`config.mk`:
```
export PLATFORM = sky130hd
export DESIGN_NAME = ttcg_queue
export DESIGN_NICKNAME = d
export VERILOG_FILES = /design/src/sv/ttcg_pkg.sv /design/src/sv/ttcg_queue.sv
export SDC_FILE = /design/constraint.sdc
export NUM_CORES = 1
export LEC_CHECK = 0
export BUFFER_PORTS_ARGS = -buffer_cell sky130_fd_sc_hd__buf_2
export CAP_MARGIN = 40
export CORE_MARGIN = 2
export CORE_UTILIZATION = 57
export DETAILED_ROUTE_END_ITERATION = 7
export GPL_ROUTABILITY_DRIVEN = 0
export PLACE_DENSITY = 0.77
export SYNTH_ARGS = -nofsm -noshare
export SYNTH_HDL_FRONTEND = slang
export SYNTH_SLANG_ARGS = --single-unit
```
`constraint.sdc`:
```
create_clock -name clk -period 3.4 [get_ports clk]
set_input_delay 0.34 -clock clk [delete_from_list [all_inputs] [get_ports clk]]
set_output_delay 0.34 -clock clk [all_outputs]
set_load 0.01 [all_outputs]
```
`src/sv/ttcg_pkg.sv`:
```
// shared types and constants for the tone table color gain block
// no dependencies
package ttcg_pkg;

	localparam int unsigned TT_AW     = 16;
	localparam int unsigned TT_DEPTH  = 1 << TT_AW;
	localparam int unsigned Q_DEPTH   = 4;
	localparam int unsigned Q_PW      = $clog2(Q_DEPTH);
	localparam int unsigned DIV_STEPS = 12;

	localparam logic KIND_WRITE = 1'b0;
	localparam logic KIND_PIXEL = 1'b1;

	localparam logic [3:0] GAIN_RESET = 4'd4;

	// one classified transaction between front and back
	typedef struct packed {
		logic        is_pix;
		logic [15:0] waddr;
		logic [7:0]  wdata;
		logic [7:0]  luma;
		logic [7:0]  bs;
		logic [7:0]  bm;
		logic [7:0]  bl;
		logic [7:0]  blue;
		logic [7:0]  green;
		logic [7:0]  red;
	} ttcg_item_t;

endpackage

```
`src/sv/ttcg_queue.sv`:
```
// short fifo between front and back
// depends on ttcg_pkg
module ttcg_queue import ttcg_pkg::*; (
	input  logic       clk,
	input  logic       arst_n,
	input  logic       push_valid,
	output logic       push_ready,
	input  ttcg_item_t push_item,
	output logic       pop_valid,
	input  logic       pop_ready,
	output ttcg_item_t pop_item
);

	ttcg_item_t       slot_q [0:Q_DEPTH-1];
	logic [Q_PW-1:0]  wr_q;
	logic [Q_PW-1:0]  rd_q;
	logic [Q_PW:0]    cnt_q;
	logic             push;
	logic             pop;

	assign push_ready = (cnt_q != (Q_PW+1)'(Q_DEPTH));
	assign pop_valid  = (cnt_q != '0);
	assign push       = push_valid && push_ready;
	assign pop        = pop_valid && pop_ready;
	assign pop_item   = slot_q[rd_q];

	always_ff @(posedge clk) begin
		if (push) begin
			slot_q[wr_q] <= push_item;
		end
	end

	always_ff @(posedge clk or negedge arst_n) begin
		if (!arst_n) begin
			wr_q  <= '0;
			rd_q  <= '0;
			cnt_q <= '0;
		end else begin
			if (push) wr_q <= wr_q + 1'b1;
			if (pop) rd_q <= rd_q + 1'b1;
			cnt_q <= cnt_q + (Q_PW+1)'(push) - (Q_PW+1)'(pop);
		end
	end

`ifndef ASSERT_OFF
	a_no_underflow: assert property (@(posedge clk) disable iff (!arst_n)
		pop |-> cnt_q != '0) else $error("queue pop while empty");
	a_cnt_track: assert property (@(posedge clk) disable iff (!arst_n)
		1'b1 |=> cnt_q == $past(cnt_q) + (Q_PW+1)'($past(push)) - (Q_PW+1)'($past(pop)))
		else $error("queue count mismatch");
	a_ptr_gap: assert property (@(posedge clk) disable iff (!arst_n)
		cnt_q != (Q_PW+1)'(Q_DEPTH) && cnt_q != '0 |-> wr_q != rd_q)
		else $error("queue pointers disagree with count");
`endif

endmodule

```
[After elaboration in Yosys (flattened, before gate mapping)]
Memory sizes are Yosys's and may differ from the RTL's.
Cells that the tools add are included.
Word-level totals
  register bits after elaboration: 7
  memory bits (writable): 324
  input port bits: 85
  output and inout bits: 83
  memories: 1
Memories
  slot_q: depth 4, bits a word 81, rd ports 1, clocked after memory_dff 0, write ports 1, line ttcg_queue.sv:14  | ttcg_item_t slot_q [0:Q_DEPTH-1];
Operators by class
  add/sub/neg operators: 4
  equal/unequal tests: 1
  muxes and demuxes: 2
  reduce and logical (&&, ||, !) cells: 3
Operator list (number)
  $add 2x1->2 const B: 2
  $add 3x1->3: 1
  $ne 3x3->1 const B: 1
  $reduce_bool 3->1: 1
  $sub 3x1->3: 1
  $logic_and 1x1->1: 2
  $mux 1: 2

[Depth between registers and ports, before layout]
  depth after elaboration: 4
  mapped depth: 9

[Worst setup path before layout]
No wires, ideal clock.
  kind: flip-flop to flip-flop
  start point: reg cnt_q[2]
  end point: mem slot_q[0][0] in the netlist's numbering, enable pin
  setup time: 0.449 ns
  data arrival time: 2.623 ns
  required time: 2.951 ns
  path slack: 0.328 ns
  stages on the path, launching flop included: 3
  buffers on the path: 0
  clock period less this slack: 3.072 ns
  cells stage by stage: dfrtp_1 -> nor3b_2 -> and3b_1
Between the ends
  cells in the longest elaborated chain, start to end: 4
Ends and longest elaborated chain
  from (decl): line ttcg_queue.sv:17  | logic [Q_PW:0] cnt_q;
  from (signal assigned): line ttcg_queue.sv:41  | cnt_q <= cnt_q + (Q_PW+1)'(push) - (Q_PW+1)'(pop);
  $ne 3x3->1: line ttcg_queue.sv:21  | assign push_ready = (cnt_q != (Q_PW+1)'(Q_DEPTH));
  $logic_and 1x1->1: line ttcg_queue.sv:23  | assign push = push_valid && push_ready;
  $mux 1: line ttcg_queue.sv:28  | if (push) begin
  $mux 1 (implied by the code): line ttcg_queue.sv:29  | slot_q[wr_q] <= push_item;
  to (decl): line ttcg_queue.sv:14
No other way between the ends.

==> run metrics <==
setup_tns 0 ns; M2 GR Usage between 30% and 40%; fillcell total roughly 1300; CTS Buf Count 35; largest net degree at the start of global routing 48; maximum clock path buffer count 3; Design Area, Final around 15000 um2; WP data required between 3 and 4 ns; root buffer cell clkbuf_16; actual slew at the worst max-slew pin 0.736 ns; Clk Latency, worst-skew pair roughly 0.50 ns; register area share after synthesis between 80% and 90%; post_cts resized 0; nets roughly 760; H-Tree Depth 2; 1st-iter DRT viols 366; Post-DRT Antenna Nets 0; Setup Viol. Count Final 0; WL/cell around 23 um; Area contributors post-synth edfxtp_1 (80%), mux4_2 (15%), dfrtp_1 (1.4%), buf_6 (0.74%), ha_1 (0.62%); Final Skew between 0.008 and 0.009 ns; core area about 21000 um2; CTS tree done; Die W around 150 um; most area-hungry cell type in the Yosys netlist edfxtp_1; Setup Buffers After CTS 0; post-synth top area share between 80% and 90%; setup slack, reg-to-reg just over 1 ns; most common cell in the netlist edfxtp_1; Tightest Hold Check Type primary input to flip-flop; endpoint type of the worst setup path primary output; worst flop-to-flop path endpoint cnt_q[2]; min Tclk post-route 2.77 ns; via count roughly 5500; number of synthesized flops with an enable pin roughly 320; Ys Warns 0; worst-path cell chain buf_4, mux4_2, buf_2; top_reg_cell synth edfxtp_1; Critical Setup Path Class flip-flop to primary output; global-route wire length before repair between 30000 and 40000 um; CP Launch Point rd_q[0]; Reg-to-Reg Start cnt_q[1]; total wire length roughly 22000 um; Sink Count approximately 330; dpl hpwl ~13000 um; grt total ovfl 0; R2R depth 9; DRC viols 0; power per cell area between 800 and 900 nW/um2; GRT busiest layer met2; Seq cells post-synth 331; Synth top cells by count edfxtp_1 (324), mux4_2 (81), buf_2 (9); status finished, final reports clean; mean post-synth cell area 26.2 um2; Layout area overhead 19.6%; Max Slew Vio Count 0; Starting Density 58.0%; Vias/cell 5.73; Slew HR 50.9%; Distinct cells, synth 20; fraction of layout cells with a size suffix above 1 a little under half; critical path arrival between 2 and 2.5 ns; RSZ-0062 raised after global routing false; leak pwr 0.00499 uW; crit-path max cell delay about 0.77 ns; hold_sp push_item[37]; Max Cap Viol 0; die footprint roughly 23000 um2; Synth Cell Area around 12000 um2; Worst setup endpoint pop_item[58]; IO buf count 167; initial antenna violation count 2; IR drop worst, VDD between 0.0006 and 0.0007 V; met1 track demand over resource ~27%; total track usage 20.6%; DP Area about 13000 um2; Die H 150 um; clk slew on worst S/H paths around 0.060 ns; fmax 0.362 GHz; number of global-route vias before repair between 6000 and 7000; period utilisation layout between 80% and 90%; final hold violations 0; Boundary Pins 168; site row count 53; Async S/R FF share, synth around 2.1%; Pre-antenna DRT Iters 4; Syn Inst Count 464; hold slack 0.0499 ns; Startpoint Class flip-flop; Post-Syn Nets roughly 560; Crit Path Max Fanout 26; CP max-delay cell dfrtp_4; met3 Resource Use GR under 10%
-- cell families after synthesis --
logic type | synth area share [%]
simple gates | 0.864
mux | 15.0
compound gates | 0.267
xor+xnor | 0.288
fa+ha+maj | 0.782
buf+inv | 1.36
flops | 81.4
-- cells in the final DEF (no fill, tap or decap), types with 3 or more instances in the layout --
master / instances
and3b_4: 4
buf_12: 5
buf_2: 167
buf_4: 9
bufinv_16: 3
clkbuf_1: 4
clkbuf_16: 37
clkinv_1: 3
clkinv_2: 5
clkinvlp_4: 5
dfrtp_1: 5
edfxtp_1: 324
ha_1: 6
inv_1: 6
mux4_2: 81
nand2b_1: 4
xnor2_1: 3
-- state kept, by name, indices dropped and copies added, names as in the netlist --
| register | flops |
|---|---|
| slot_q | 324 |
| cnt_q | 3 |
| rd_q | 2 |
| wr_q | 2 |
-- final cells by class --
| type | instances | area (um2) | share of cell area [%] |
|---|---|---|---|
| clock buffers | 42 | 955 | 6.56 |
| flip-flops and latches | 331 | 9910 | 68.1 |
| clock inverters | 19 | 190 | 1.31 |
| diodes | 1 | 2.50 | 0.0172 |
| inverters | 6 | 22.5 | 0.155 |
| multi-input cells | 109 | 2110 | 14.5 |
| well taps | 275 | 344 | 2.37 |
| repair buffers | 182 | 1010 | 6.97 |
-- stage by stage --
stage,power [uW],utilization [%],setup slack [ns],cells
global route,13600,69.4,0.480,965
finish,13000,69.4,0.634,965
detailed placement,9460,63.9,1.03,902
floorplan,8120,-,0.328,464
CTS,13200,69.4,0.550,964
global placement,9340,63.9,1.12,902
-- worst min path at each step --
| stage | endpoint | slack, ns | cells past startpoint |
|---|---|---|---|
| after floorplan | cnt_q[0] | 0.04 | 0 |
| after global placement | cnt_q[0] | 0.18 | 1 |
| after global routing | slot_q[2][49] | 0.04 | 1 |
| after detailed placement | cnt_q[2] | 0.19 | 1 |
| after CTS | slot_q[2][52] | 0.03 | 1 |
| final | slot_q[0][37] | 0.05 | 1 |
-- what timing repair did --
item	in CTS	in global routing
hold endpoints to repair	7	0
setup endpoints to repair	0	0
hold buffers	1	0
-- critical path, delay by kind of cell, from the launching register on --
| family | cells | cell delay [ns] |
|---|---|---|
| muxes | 1 | 0.56 |
| DFF | 1 | 0.77 |
| buffers and inverters | 2 | 0.58 |
-- report_power, final --
group | switching, uW | total, uW | leakage, uW | internal (uW)
clock | 1470 | 3710 | 0.000548 | 2240
combinational | 1790 | 3490 | 0.00139 | 1710
sequential | 434 | 5820 | 0.00305 | 5380
total | 3690 | 13000 | 0.00499 | 9330
-- routing by layer --
metal,up-vias,wire length [um]
met4,2,666
li1,2401,-
met3,54,1120
met2,150,11800
met5,-,13
met1,2924,8890
(Power assumes the default switching activity.)
