[src/sv/ttcg_pkg.sv]
// shared types and constants for the tone table color gain block
// no dependencies
package ttcg_pkg;

	localparam int unsigned TT_AW     = 16;
	localparam int unsigned TT_DEPTH  = 1 << TT_AW;
	localparam int unsigned Q_DEPTH   = 4;
	localparam int unsigned Q_PW      = $clog2(Q_DEPTH);
	localparam int unsigned DIV_STEPS = 12;

	localparam logic KIND_WRITE = 1'b0;
	localparam logic KIND_PIXEL = 1'b1;

	localparam logic [3:0] GAIN_RESET = 4'd4;

	// one classified transaction between front and back
	typedef struct packed {
		logic        is_pix;
		logic [15:0] waddr;
		logic [7:0]  wdata;
		logic [7:0]  luma;
		logic [7:0]  bs;
		logic [7:0]  bm;
		logic [7:0]  bl;
		logic [7:0]  blue;
		logic [7:0]  green;
		logic [7:0]  red;
	} ttcg_item_t;

endpackage

[src/sv/ttcg_front.sv]
// front end: accepts input transactions and classifies them
// depends on ttcg_pkg
module ttcg_front import ttcg_pkg::*; (
	input  logic        clk,
	input  logic        arst_n,
	input  logic        in_valid,
	output logic        in_ready,
	input  logic        kind,
	input  logic [15:0] table_index,
	input  logic [7:0]  table_value,
	input  logic [7:0]  luma,
	input  logic [7:0]  blur_small,
	input  logic [7:0]  blur_medium,
	input  logic [7:0]  blur_large,
	input  logic [7:0]  blue,
	input  logic [7:0]  green,
	input  logic [7:0]  red,
	output logic        fr_valid,
	input  logic        fr_ready,
	output ttcg_item_t  fr_item
);

	logic       valid_s1;
	ttcg_item_t item_s1;

	assign in_ready = !valid_s1 || fr_ready;
	assign fr_valid = valid_s1;
	assign fr_item  = item_s1;

	always_ff @(posedge clk or negedge arst_n) begin
		if (!arst_n) begin
			valid_s1 <= 1'b0;
		end else if (in_ready) begin
			valid_s1 <= in_valid;
		end
	end

	always_ff @(posedge clk) begin
		if (in_ready && in_valid) begin
			item_s1.is_pix <= (kind == KIND_PIXEL);
			item_s1.waddr  <= table_index;
			item_s1.wdata  <= table_value;
			item_s1.luma   <= luma;
			item_s1.bs     <= blur_small;
			item_s1.bm     <= blur_medium;
			item_s1.bl     <= blur_large;
			item_s1.blue   <= blue;
			item_s1.green  <= green;
			item_s1.red    <= red;
		end
	end

endmodule

[config.mk]
export PLATFORM = sky130hd
export DESIGN_NAME = ttcg_front
export DESIGN_NICKNAME = d
export VERILOG_FILES = /design/src/sv/ttcg_pkg.sv /design/src/sv/ttcg_front.sv
export SDC_FILE = /design/constraint.sdc
export NUM_CORES = 1
export LEC_CHECK = 0
export BUFFER_PORTS_ARGS = -buffer_cell sky130_fd_sc_hd__buf_2
export CAP_MARGIN = 20
export CORE_MARGIN = 3
export CORE_UTILIZATION = 37
export CTS_CLUSTER_DIAMETER = 40
export CTS_CLUSTER_SIZE = 8
export DETAILED_ROUTE_END_ITERATION = 10
export PLACE_DENSITY = 0.75
export SYNTH_ARGS = -nofsm -noshare
export SYNTH_HDL_FRONTEND = slang
export SYNTH_SLANG_ARGS = --single-unit
[constraint.sdc]
create_clock -name clk -period 1.7 [get_ports clk]
set_clock_uncertainty 0.2 [all_clocks]
set_input_delay 0.34 -clock clk [delete_from_list [all_inputs] [get_ports clk]]
set_output_delay 0.34 -clock clk [all_outputs]
set_load 0.1 [all_outputs]
; ---- After elaboration in Yosys (flattened, before gate mapping)
; Cells that the tools add are included.
[op_classes]
n_reduce_logical = 3
[ops]
columns = op, count
row1 = 1-bit logical AND, 1
row2 = 1-bit zero test, 1
row3 = 1-bit logical OR, 1
[word_totals]
reg_bits = 82

; ---- Longest topological paths before layout
; Gate-level depths: netlist of run 1.
[logic_depth]
ltp_word = 3
depth_mapped = 2

; ---- Worst setup path after synthesis of run 1
; Ideal clock, no wire load.
[synth_path]
path_type = register to register
startpoint = reg valid_s1 (netlist: fr_valid)
endpoint = reg item_s1, in the netlist fr_item[0], enable pin
setup_time_ps = 383
arrival_time_ps = 1935
t_required_ps = 1117
setup_slack_ps = -818
stages_incl_launch_ff = 3
cell_sequence = dfrtp_1 -> nand2b_4 -> and2_4
[synth_between]
elab_chain_cells = 3
[synth_lines]
columns = item, line
row1 = from (decl), ttcg_front.sv:23  ; logic valid_s1;
row2 = from (signal assigned), ttcg_front.sv:34  ; valid_s1 <= in_valid;
row3 = 1-bit zero test, ttcg_front.sv:26  ; assign in_ready = !valid_s1 || fr_ready;
row4 = 1-bit logical OR, ttcg_front.sv:26
row5 = via in_ready, ttcg_front.sv:7  ; output logic in_ready,
row6 = 1-bit logical AND, ttcg_front.sv:39  ; if (in_ready && in_valid) begin
row7 = to (decl), ttcg_front.sv:24  ; ttcg_item_t item_s1;
; The timed path passes the listed nets, and every way through them passes these cells.
; A chain may end at the register's enable or synchronous reset.

; ---- Final worst setup path of run 1
[layout_path]
startpoint = reg item_s1, in the netlist fr_item[55]
endpoint = out fr_item[55] in the netlist's numbering
[layout_rtl]
columns = item, line
row1 = to (decl), ttcg_front.sv:20  ; output ttcg_item_t fr_item
; No word-level cell between the ends.

==> run metrics, run 1 <==
type of the worst setup path flip-flop to output port; clock latency reported for the late side of the worst-skew pair 0.34 ns; H-tree depth 3; area of the die 7740 um2; overall track demand over capacity in global routing 0.204; pin count of the biggest net entering global routing 36; Worst Path Buf+Inv 1; clock tree root driver cell sky130_fd_sc_hd__clkbuf_8; Nets 433; Final Hold Viols 0; standard cell core area 6420 um2; YS warnings 0; register area share after synthesis 0.988; count of antenna-violating nets left after detailed routing 0; Worst Hold Launch in_valid; area added between synthesis and finish 84.1%; Largest stage delay, worst path 0.43 ns; critical register-to-register path startpoint fr_valid$_DFFE_PN0P_; via count 1895; total DRC errors in the routed layout 0; post-synthesis instance area 2490 um2; kind of start point of the critical path flip-flop; Tightest Hold Check Type input pin to flip-flop; Avg Inst Size Synth 29.2 um2; WL per Instance 18.1 um; maximum clock path buffer count 2; count of filler cells inserted in the layout 411; pre-CTS setup slack 0.162 ns; cts bufs inserted 9; critical-path cell list buf_2; Layout Utilization 0.713; Yosys reg bits 82; Cell Pwr Density 1100 nW/um2; part of the cycle the worst path needs 0.982; share of the synthesized area in the top cell type 0.978; CTS tree done; number of global-route vias before repair 2154; maximum fanout count along the critical path 1; biggest area consumer among synthesized cells sky130_fd_sc_hd__edfxtp_1; total wirelength of the detailed-routed design 7820 um; Leakage 1.94 nW; Worst R2R Path Depth 3; number of failing setup endpoints in the final timing report 0; Worst R2R End fr_item[12]$_DFFE_PP_; Pre-antenna DRT Iters 4; sink of the worst hold path fr_valid$_DFFE_PN0P_; reg2reg setup slack 0.15 ns; number of maximum-capacitance constraint violations 0; Synth area leaders sky130_fd_sc_hd__edfxtp_1 98%, sky130_fd_sc_hd__dfrtp_1 1.0%, sky130_fd_sc_hd__nand2b_4 0.55%, sky130_fd_sc_hd__and2_4 0.35%, sky130_fd_sc_hd__nand2b_1 0.25%; number of cells traversed by the worst hold path 2; family with the most delay on the worst path buffers and inverters; CTS sink cnt 82; height of the die 88.0 um; GRT Residual Overflow 0; wire length of the first global-routing pass 11300 um; Max Fclk 599 MHz; placed wire-length estimate after detailed placement 4290 um; count of buffers from port buffering 167; Distinct cells, synth 5; via count normalized by instance count 4.40; slowest cell on the critical path sky130_fd_sc_hd__buf_2; initial core utilization 0.387; width of the die 88.0 um; status finished, final reports clean; arrival time worst endpoint 1.13 ns; Detailed Route Iter0 Violations 62; Max Transition Viols Final 0; worst slew pin tran 0.511 ns; worst-case headroom to the max-slew limit 0.662; final weighted congestion in routability-driven placement 0.707; VDD IR-drop max 0.734 mV; number of antenna violations at the first check in global routing 0; clock slew at reported path FFs 0.09 ns; post-route minimum period 1.67 ns; number of nets produced by synthesis 170; synthesized instance count 85; total I/O pin count 168; CP Data Required Time 1.16 ns; final critical-path setup slack 0.0306 ns; share of layout cells above drive strength 1 0.533; worst setup path start fr_item[55]$_DFFE_PP_; CP Capture Type output port; Placement Rows 29
-- sequential cells by signal, summed over array words and instances, names as in the netlist --
register,cells
fr_item,81
fr_valid,1
-- worst max path at each step --
stage | endpoint | slack (ns) | cells after the start
after floorplan | fr_item[0]$_DFFE_PP_ | -0.55 | 2
after global placement | fr_item[71]$_DFFE_PP_ | 0.19 | 3
after detailed placement | fr_item[61]$_DFFE_PP_ | 0.16 | 3
after CTS | fr_item[36] | 0.006 | 1
after global routing | fr_item[55] | -0.02 | 1
final | fr_item[55] | 0.03 | 1
-- cell type report --
| cell class | instances | area, um2 | area share |
|---|---|---|---|
| diodes | 1 | 2.50 | 0.000547 |
| clock buffers | 10 | 128 | 0.0279 |
| clock inverters | 6 | 72.6 | 0.0159 |
| multi-input cells | 3 | 28.8 | 0.00629 |
| flip-flops and latches | 82 | 2460 | 0.538 |
| well taps | 77 | 96.3 | 0.0210 |
| repair buffers | 252 | 1790 | 0.391 |
-- through the flow --
stage                     power [W]  cell area (um2)  TNS, ns  instances  hold WS [ns]
after global placement      0.00347             3480        0        332       -0.0849
after detailed placement    0.00349             3480        0        332       -0.0792
after floorplan             0.00325             2490   -44.52         85        -0.156
after global routing        0.00523             4580  -0.0310        430        0.0135
final                       0.00506             4580        0        431        0.0204
after CTS                   0.00504             4510        0        430       0.00254
-- cells in the mapped netlist --
library cell and number:
sky130_fd_sc_hd__edfxtp_1 81, sky130_fd_sc_hd__and2_4 1, sky130_fd_sc_hd__dfrtp_1 1, sky130_fd_sc_hd__nand2b_1 1, sky130_fd_sc_hd__nand2b_4 1
-- logic make-up (layout without fill, tap and decap cells) --
kind of cell	Yosys count	after routing	share of synthesized area
buffers and inverters	0	268	0
flip-flops	82	82	0.988
other	0	1	0
AND/OR/NAND/NOR	3	3	0.0116
-- layer usage --
metal,GRT usage,wire (um),vias up
met4,0.0934,180,0
met1,0.215,2700,884
met2,0.357,4220,123
li1,-,-,869
met3,0.0809,716,19
met5,0,0,-
-- power breakdown --
part	leakage [nW]	total (W)	internal (W)	switching, W
sequential	0.782	0.00239	0.00235	0.0000342
clock	0.0983	0.00144	0.000701	0.000735
combinational	1.06	0.00123	0.000298	0.000935
total	1.94	0.00506	0.00335	0.00170
-- placed cells by master, fill, tap and decap left out --
cell type and count:
sky130_fd_sc_hd__buf_2 138, sky130_fd_sc_hd__dlygate4sd3_1 82, sky130_fd_sc_hd__edfxtp_1 81, sky130_fd_sc_hd__clkbuf_4 27
sky130_fd_sc_hd__clkbuf_8 9, sky130_fd_sc_hd__inv_6 4, sky130_fd_sc_hd__buf_12 3, sky130_fd_sc_hd__buf_4 2
sky130_fd_sc_hd__diode_2 1, sky130_fd_sc_hd__nand2b_4 1, sky130_fd_sc_hd__nand2b_1 1, sky130_fd_sc_hd__and2_4 1
sky130_fd_sc_hd__clkbuf_1 1, sky130_fd_sc_hd__bufinv_16 1, sky130_fd_sc_hd__clkinvlp_4 1, sky130_fd_sc_hd__dfrtp_4 1
-- timing repair --
action | 4_1_cts | 5_1_grt
endpoints found under the hold margin | 82 | 0
cloned | 0 | 0
setup endpoints to repair | 1 | 27
pin swaps | 0 | 0
buffers inserted | 0 | 0
resized for setup | 1 | 27
hold buffers | 82 | 0
No activity file was read; power rests on OpenSTA's default activity.
==> inputs of run 2 (changes only) <==
CORE_MARGIN = unset   (was 3)
PLACE_DENSITY = 0.76   (was 0.75)
==> run 2 against run 1 <==
The run now ends with DRC left. Fmax fell by 0.15%. Worst setup slack got worse by 0.0025 ns. Combinational power barely moved. Cell area fell by 1.4%. Sequential share of layout area rose by 0.76 points. Non-clock buffer count rose by 2. Critical endpoint is now in_ready. Largest power group unchanged. Highest routed layer unchanged.
==> run metrics, run 2 (synthesis results as in run 1) <==
Leakage 1.93 nW (was 1.94 nW); VDD IR-drop max 0.745 mV (was 0.734 mV); area added between synthesis and finish 81.6% (was 84.1%); net switching power 0.00163 W (was 0.00170 W); Tightest Hold Check Type input pin to asynchronous set/reset pin (was input pin to flip-flop); wire length of the first global-routing pass 10300 um (was 11300 um); count of filler cells inserted in the layout 410 (was 411); worst-case headroom to the max-slew limit 0.666 (was 0.662); via count normalized by instance count 4.35 (was 4.40); leading cell type in the layout, fill and taps excluded sky130_fd_sc_hd__buf_2 (unchanged); part of the cycle the worst path needs 0.983 (was 0.982); area of the die 7050 um2 (was 7740 um2); failing checks DRC; CTS tree done (unchanged); share of layout cells above drive strength 1 0.531 (was 0.533); total I/O pin count 168 (unchanged); width of the die 84.0 um (was 88.0 um); worst slew pin tran 0.505 ns (was 0.511 ns); GRT Residual Overflow 0 (unchanged); count of antenna-violating nets left after detailed routing 0 (unchanged); Gate power share 0.256 (was 0.244); Final Hold Viols 0 (unchanged); commonest non-fill, non-tap cells in the layout 158 x sky130_fd_sc_hd__buf_2, 83 x sky130_fd_sc_hd__dlygate4sd3_1, 81 x sky130_fd_sc_hd__edfxtp_1 (was 138 x sky130_fd_sc_hd__buf_2, 82 x sky130_fd_sc_hd__dlygate4sd3_1, 81 x sky130_fd_sc_hd__edfxtp_1); CP Data Required Time 1.16 ns (about the same); Max Transition Viols Final 0 (unchanged); maximum clock path buffer count 2 (unchanged); total DRC errors in the routed layout 12 (was 0); number of antenna violations at the first check in global routing 0 (unchanged); via count 1876 (was 1895); cts bufs inserted 9 (unchanged); arrival time worst endpoint 1.13 ns (about the same); Switching Share 0.340 (was 0.337); pin count of the biggest net entering global routing 35 (was 36); overall track demand over capacity in global routing 0.202 (was 0.204); Int Power 0.00316 W (was 0.00335 W); Max Fclk 598 MHz (was 599 MHz); final weighted congestion in routability-driven placement 0.712 (was 0.707); final critical-path setup slack 0.0281 ns (was 0.0306 ns); RSZ-0062 raised after global routing true; setup tns final 0 ns (unchanged); count of buffers from port buffering 167 (unchanged); Placement Rows 29 (unchanged); Nets 435 (was 433); CP Capture Type output port (unchanged); CTS sink cnt 82 (unchanged); clock slew at reported path FFs 0.08 ns (was 0.09 ns); Detailed Route Iter0 Violations 91 (was 62); number of failing setup endpoints in the final timing report 0 (unchanged); standard cell core area 6420 um2 (unchanged); reg2reg setup slack 0.10 ns (was 0.15 ns); WL per Instance 16.1 um (was 18.1 um); total wirelength of the detailed-routed design 6930 um (was 7820 um); initial core utilization 0.387 (unchanged); status complete, but fails checks (was finished, final reports clean); Cell Pwr Density 1060 nW/um2 (was 1100 nW/um2); n_diodes 0 (was 1); pre-CTS setup slack 0.129 ns (was 0.162 ns); maximum fanout count along the critical path 3 (was 1); type of the worst setup path flip-flop to output port (unchanged); number of maximum-capacitance constraint violations 0 (unchanged); kind of start point of the critical path flip-flop (unchanged); number of flip-flops under the largest register name 81 (unchanged); Layout Utilization 0.703 (was 0.713); Pre-antenna DRT Iters 7 (was 4); number of global-route vias before repair 2005 (was 2154); H-tree depth 3 (unchanged); Reg power frac 0.498 (was 0.472); height of the die 84.0 um (was 88.0 um); clock latency reported for the late side of the worst-skew pair 0.33 ns (was 0.34 ns); Clock power frac 0.246 (was 0.284); post-route minimum period 1.67 ns (about the same); clock tree root driver cell sky130_fd_sc_hd__clkbuf_8 (unchanged)
## run 2: cell count changes in the layout (fill, tap and decap cells not counted), sizes merged, moves of 4 or more
| cell | previous run | this run |
|---|---|---|
| buf | 143 | 164 |
| clkinv | 0 | 5 |
| inv | 4 | 0 |
| clkbuf | 37 | 16 |
## run 2: area by class of cell
class / count / area, um2 / share of cell area
clock buffers: 9 / 124 / 0.0274
clock inverters: 6 / 35.0 / 0.00776
multi-input cells: 3 / 28.8 / 0.00637
flip-flops and latches: 82 / 2460 / 0.545
well taps: 77 / 96.3 / 0.0213
repair buffers: 254 / 1770 / 0.392
## run 2: worst paths after layout
path,from,endpoint,depth (start not counted)
setup / recovery,fr_valid$_DFFE_PN0P_,in_ready,2
hold / removal,arst_n,fr_valid$_DFFE_PN0P_,2
setup reg to reg,fr_valid$_DFFE_PN0P_,fr_item[15]$_DFFE_PP_,3
hold reg to reg,fr_valid$_DFFE_PN0P_,fr_valid$_DFFE_PN0P_,3
max in group asynchronous,arst_n,fr_valid$_DFFE_PN0P_,2
min in group clk,fr_ready,fr_valid$_DFFE_PN0P_,4
## run 2: repair_timing
action,CTS,global route
endpoints found under the setup margin,0,8
hold endpoints to repair,83,0
resized for setup,0,7
hold buffers,83,0
buffers inserted,0,1
## run 2: per-stage QoR
| stage | power (W) | instances | instance area (um2) | hold WS [ns] |
|---|---|---|---|---|
| after floorplan | 0.00325 | 85 | 2490 | -0.156 |
| after global placement | 0.00347 | 332 | 3500 | -0.0795 |
| after detailed placement | 0.00349 | 332 | 3500 | -0.0826 |
| after CTS | 0.00479 | 430 | 4490 | 0.0728 |
| after global routing | 0.00494 | 431 | 4510 | 0.0844 |
| final | 0.00479 | 431 | 4510 | 0.0980 |
## run 2: per-layer routing
layer,vias to the layer above,part of all wire,wire length (um),track usage
met4,0,0.017,116,0.0987
li1,871,-,-,-
met2,107,0.55,3840,0.370
met1,886,0.35,2400,0.200
met3,12,0.083,577,0.0742
met5,-,0,0,0
## run 2: power groups by stage
stage	logic, W	clock network [W]	registers [W]
after floorplan	0.0000538	0	0.00320
after global placement	0.00105	0	0.00242
after detailed placement	0.00106	0	0.00243
after CTS	0.00121	0.00120	0.00238
after global routing	0.00125	0.00129	0.00239
final	0.00122	0.00118	0.00238
## run 2: worst max-delay path, stage by stage, from the launching register on
cell	delay (ns)
sky130_fd_sc_hd__dfrtp_4	0.52
sky130_fd_sc_hd__nand2b_4	0.11
sky130_fd_sc_hd__buf_12	0.17
==> inputs of run 3 (changes only) <==
CELL_PAD_IN_SITES_DETAIL_PLACEMENT = 0   (was unset)
CELL_PAD_IN_SITES_GLOBAL_PLACEMENT = 1   (was unset)
CORE_UTILIZATION = 29   (was 37)
PLACE_DENSITY = 0.75   (was 0.76)
==> run 3 against run 2 <==
The flow now finishes without violations. Core utilization decreased by 16 points. Cell area decreased by 0.17%. Routed wire length decreased by 8.2%. Sequential share of layout area increased by 0.091 points. Largest power group unchanged. Via count decreased by 2.1%. Hold slack got worse by 0.072 ns. Critical path depth decreased by 1.
==> run metrics, run 3 (synthesis results as in run 1) <==
status finished, final reports clean (was complete, but fails checks); type of the worst setup path flip-flop to output port (unchanged); Reg power frac 0.498 (about the same); Placement Rows 33 (was 29); total I/O pin count 168 (unchanged); setup bufs post-CTS 0 (unchanged); CTS tree done (unchanged); via count normalized by instance count 4.02 (was 4.35); placed wire-length estimate after detailed placement 4130 um; Pre-antenna DRT Iters 4 (was 7); area of the die 8950 um2 (was 7050 um2); overall track demand over capacity in global routing 0.139 (was 0.202); clock slew at reported path FFs 0.08 ns (about the same); VDD IR-drop max 0.555 mV (was 0.745 mV); Worst Path Buf+Inv 1 (unchanged); number of flip-flops under the largest register name 81 (unchanged); Clock power frac 0.250 (was 0.246); Max Transition Viols Final 0 (unchanged); Switching Share 0.337 (was 0.340); clock latency reported for the late side of the worst-skew pair 0.34 ns (was 0.33 ns); leading cell type in the layout, fill and taps excluded sky130_fd_sc_hd__buf_2 (unchanged); CP Data Required Time 1.16 ns (about the same); Worst R2R End fr_item[25]$_DFFE_PP_ (was fr_item[15]$_DFFE_PP_); arrival time worst endpoint 1.12 ns (was 1.13 ns); CP Capture Type output port (unchanged); number of antenna violations at the first check in global routing 0 (unchanged); initial core utilization 0.301 (was 0.387); standard cell core area 8260 um2 (was 6420 um2); GRT Residual Overflow 0 (unchanged); Largest stage delay, worst path 0.43 ns (was 0.52 ns); height of the die 94.6 um (was 84.0 um); reg2reg setup slack 0.16 ns (was 0.10 ns); sink of the worst hold path fr_valid$_DFFE_PN0P_; count of filler cells inserted in the layout 691 (was 410); wire length of the first global-routing pass 9110 um (was 10300 um); maximum clock path buffer count 2 (unchanged); number of maximum-capacitance constraint violations 0 (unchanged); post-route minimum period 1.66 ns (was 1.67 ns); final critical-path setup slack 0.0440 ns (was 0.0281 ns); Detailed Route Iter0 Violations 53 (was 91); H-tree depth 3 (unchanged); number of global-route vias before repair 1956 (was 2005); Worst R2R Path Depth 3 (unchanged); WL per Instance 13.9 um (was 16.1 um); worst slew pin tran 0.510 ns (was 0.505 ns); Max Fclk 604 MHz (was 598 MHz); via count 1837 (was 1876); count of antenna-violating nets left after detailed routing 0 (unchanged); Layout Utilization 0.546 (was 0.703); Leakage 1.90 nW (was 1.93 nW); n_diodes 0 (unchanged); maximum fanout count along the critical path 1 (was 3); Worst Hold Launch in_valid; pre-CTS setup slack 0.176 ns (was 0.129 ns); pin count of the biggest net entering global routing 45 (was 35); net switching power 0.00161 W (was 0.00163 W); CTS sink cnt 82 (unchanged); cts bufs inserted 9 (unchanged); width of the die 94.6 um (was 84.0 um); area added between synthesis and finish 81.3% (was 81.6%); total DRC errors in the routed layout 0 (was 12); kind of start point of the critical path flip-flop (unchanged); Int Power 0.00317 W (was 0.00316 W); final weighted congestion in routability-driven placement 0.672 (was 0.712); Cell Pwr Density 1060 nW/um2 (about the same); Gate power share 0.252 (was 0.256); total wirelength of the detailed-routed design 6370 um (was 6930 um); commonest non-fill, non-tap cells in the layout 162 x sky130_fd_sc_hd__buf_2, 82 x sky130_fd_sc_hd__dlygate4sd3_1, 81 x sky130_fd_sc_hd__edfxtp_1 (was 158 x sky130_fd_sc_hd__buf_2, 83 x sky130_fd_sc_hd__dlygate4sd3_1, 81 x sky130_fd_sc_hd__edfxtp_1); count of buffers from port buffering 167 (unchanged); clock tree root driver cell sky130_fd_sc_hd__clkbuf_8 (unchanged); Final Hold Viols 0 (unchanged); worst-case headroom to the max-slew limit 0.662 (was 0.666); slowest cell on the critical path sky130_fd_sc_hd__buf_2 (was sky130_fd_sc_hd__dfrtp_4); RSZ-0062 raised after global routing false (was true); part of the cycle the worst path needs 0.974 (was 0.983); critical-path cell list buf_2 (was nand2b_4, buf_12); Non-Filler Cell Area, Final 4510 um2 (about the same); share of layout cells above drive strength 1 0.526 (was 0.531); critical register-to-register path startpoint fr_valid$_DFFE_PN0P_ (unchanged); number of failing setup endpoints in the final timing report 0 (unchanged); Power Total 0.00478 W (was 0.00479 W); post-place instance area 3510 um2 (was 3500 um2); number of cells traversed by the worst hold path 2; family with the most delay on the worst path buffers and inverters (was flip-flops); Tightest Hold Check Type input pin to flip-flop (was input pin to asynchronous set/reset pin); Nets 432 (was 435)
run 3: cell types whose count changed in the layout (fill, tap and decap cells not counted), sizes merged:
cell         previous run  this run
dlygate4sd3            83        82
buf                   164       166
clkbuf                 16        15
clkinvlp                1         2
clkinv                  5         2
run 3: power by group through the flow:
stage | clock, W | combinational [W] | sequential [W]
floorplan | 0 | 0.0000538 | 0.00320
detailed placement | 0 | 0.00105 | 0.00243
CTS | 0.00124 | 0.00120 | 0.00238
global placement | 0 | 0.00105 | 0.00242
global route | 0.00131 | 0.00124 | 0.00239
finish | 0.00120 | 0.00120 | 0.00238
run 3: per-layer routing:
metal / track usage / share of wire / up-vias
met5: 0 / 0 / -
met4: 0.0694 / 0.028 / 0
met3: 0.0346 / 0.082 / 17
met2: 0.243 / 0.50 / 107
met1: 0.158 / 0.39 / 848
li1: - / - / 865
run 3: stage by stage:
step           hold slack, ns  instances  TNS (ns)
2_1_floorplan          -0.156         85    -44.52
3_3_place_gp          -0.0846        359         0
3_5_place_dp          -0.0844        359         0
4_1_cts                0.0163        457         0
5_1_grt                0.0463        457         0
6_report               0.0260        457         0
run 3: layout make-up:
class | instances | area, um2 | area share
sequential | 82 | 2460 | 0.546
clock buffer | 12 | 135 | 0.0300
multi-input combinational | 3 | 28.8 | 0.00639
clock inverter | 4 | 28.8 | 0.00639
tap | 105 | 131 | 0.0292
timing repair buffer | 251 | 1720 | 0.382
run 3: worst max path at each step:
stage / start / to / slack [ns] / depth (start not counted)
5_1_grt: fr_item[32]$_DFFE_PP_ / fr_item[32] / 0.006 / 1
3_3_place_gp: fr_valid$_DFFE_PN0P_ / fr_item[5]$_DFFE_PP_ / 0.19 / 3
4_1_cts: fr_item[22]$_DFFE_PP_ / fr_item[22] / 0.006 / 1
3_5_place_dp: fr_valid$_DFFE_PN0P_ / fr_item[19]$_DFFE_PP_ / 0.18 / 3
6_report: fr_item[32]$_DFFE_PP_ / fr_item[32] / 0.04 / 1
2_1_floorplan: fr_valid$_DFFE_PN0P_ / fr_item[0]$_DFFE_PP_ / -0.55 / 2
run 3: what timing repair did:
item | in CTS | in global routing
setup endpoints to repair | 1 | 3
hold buffers | 82 | 0
endpoints found under the hold margin | 82 | 0
gates resized for setup | 1 | 3
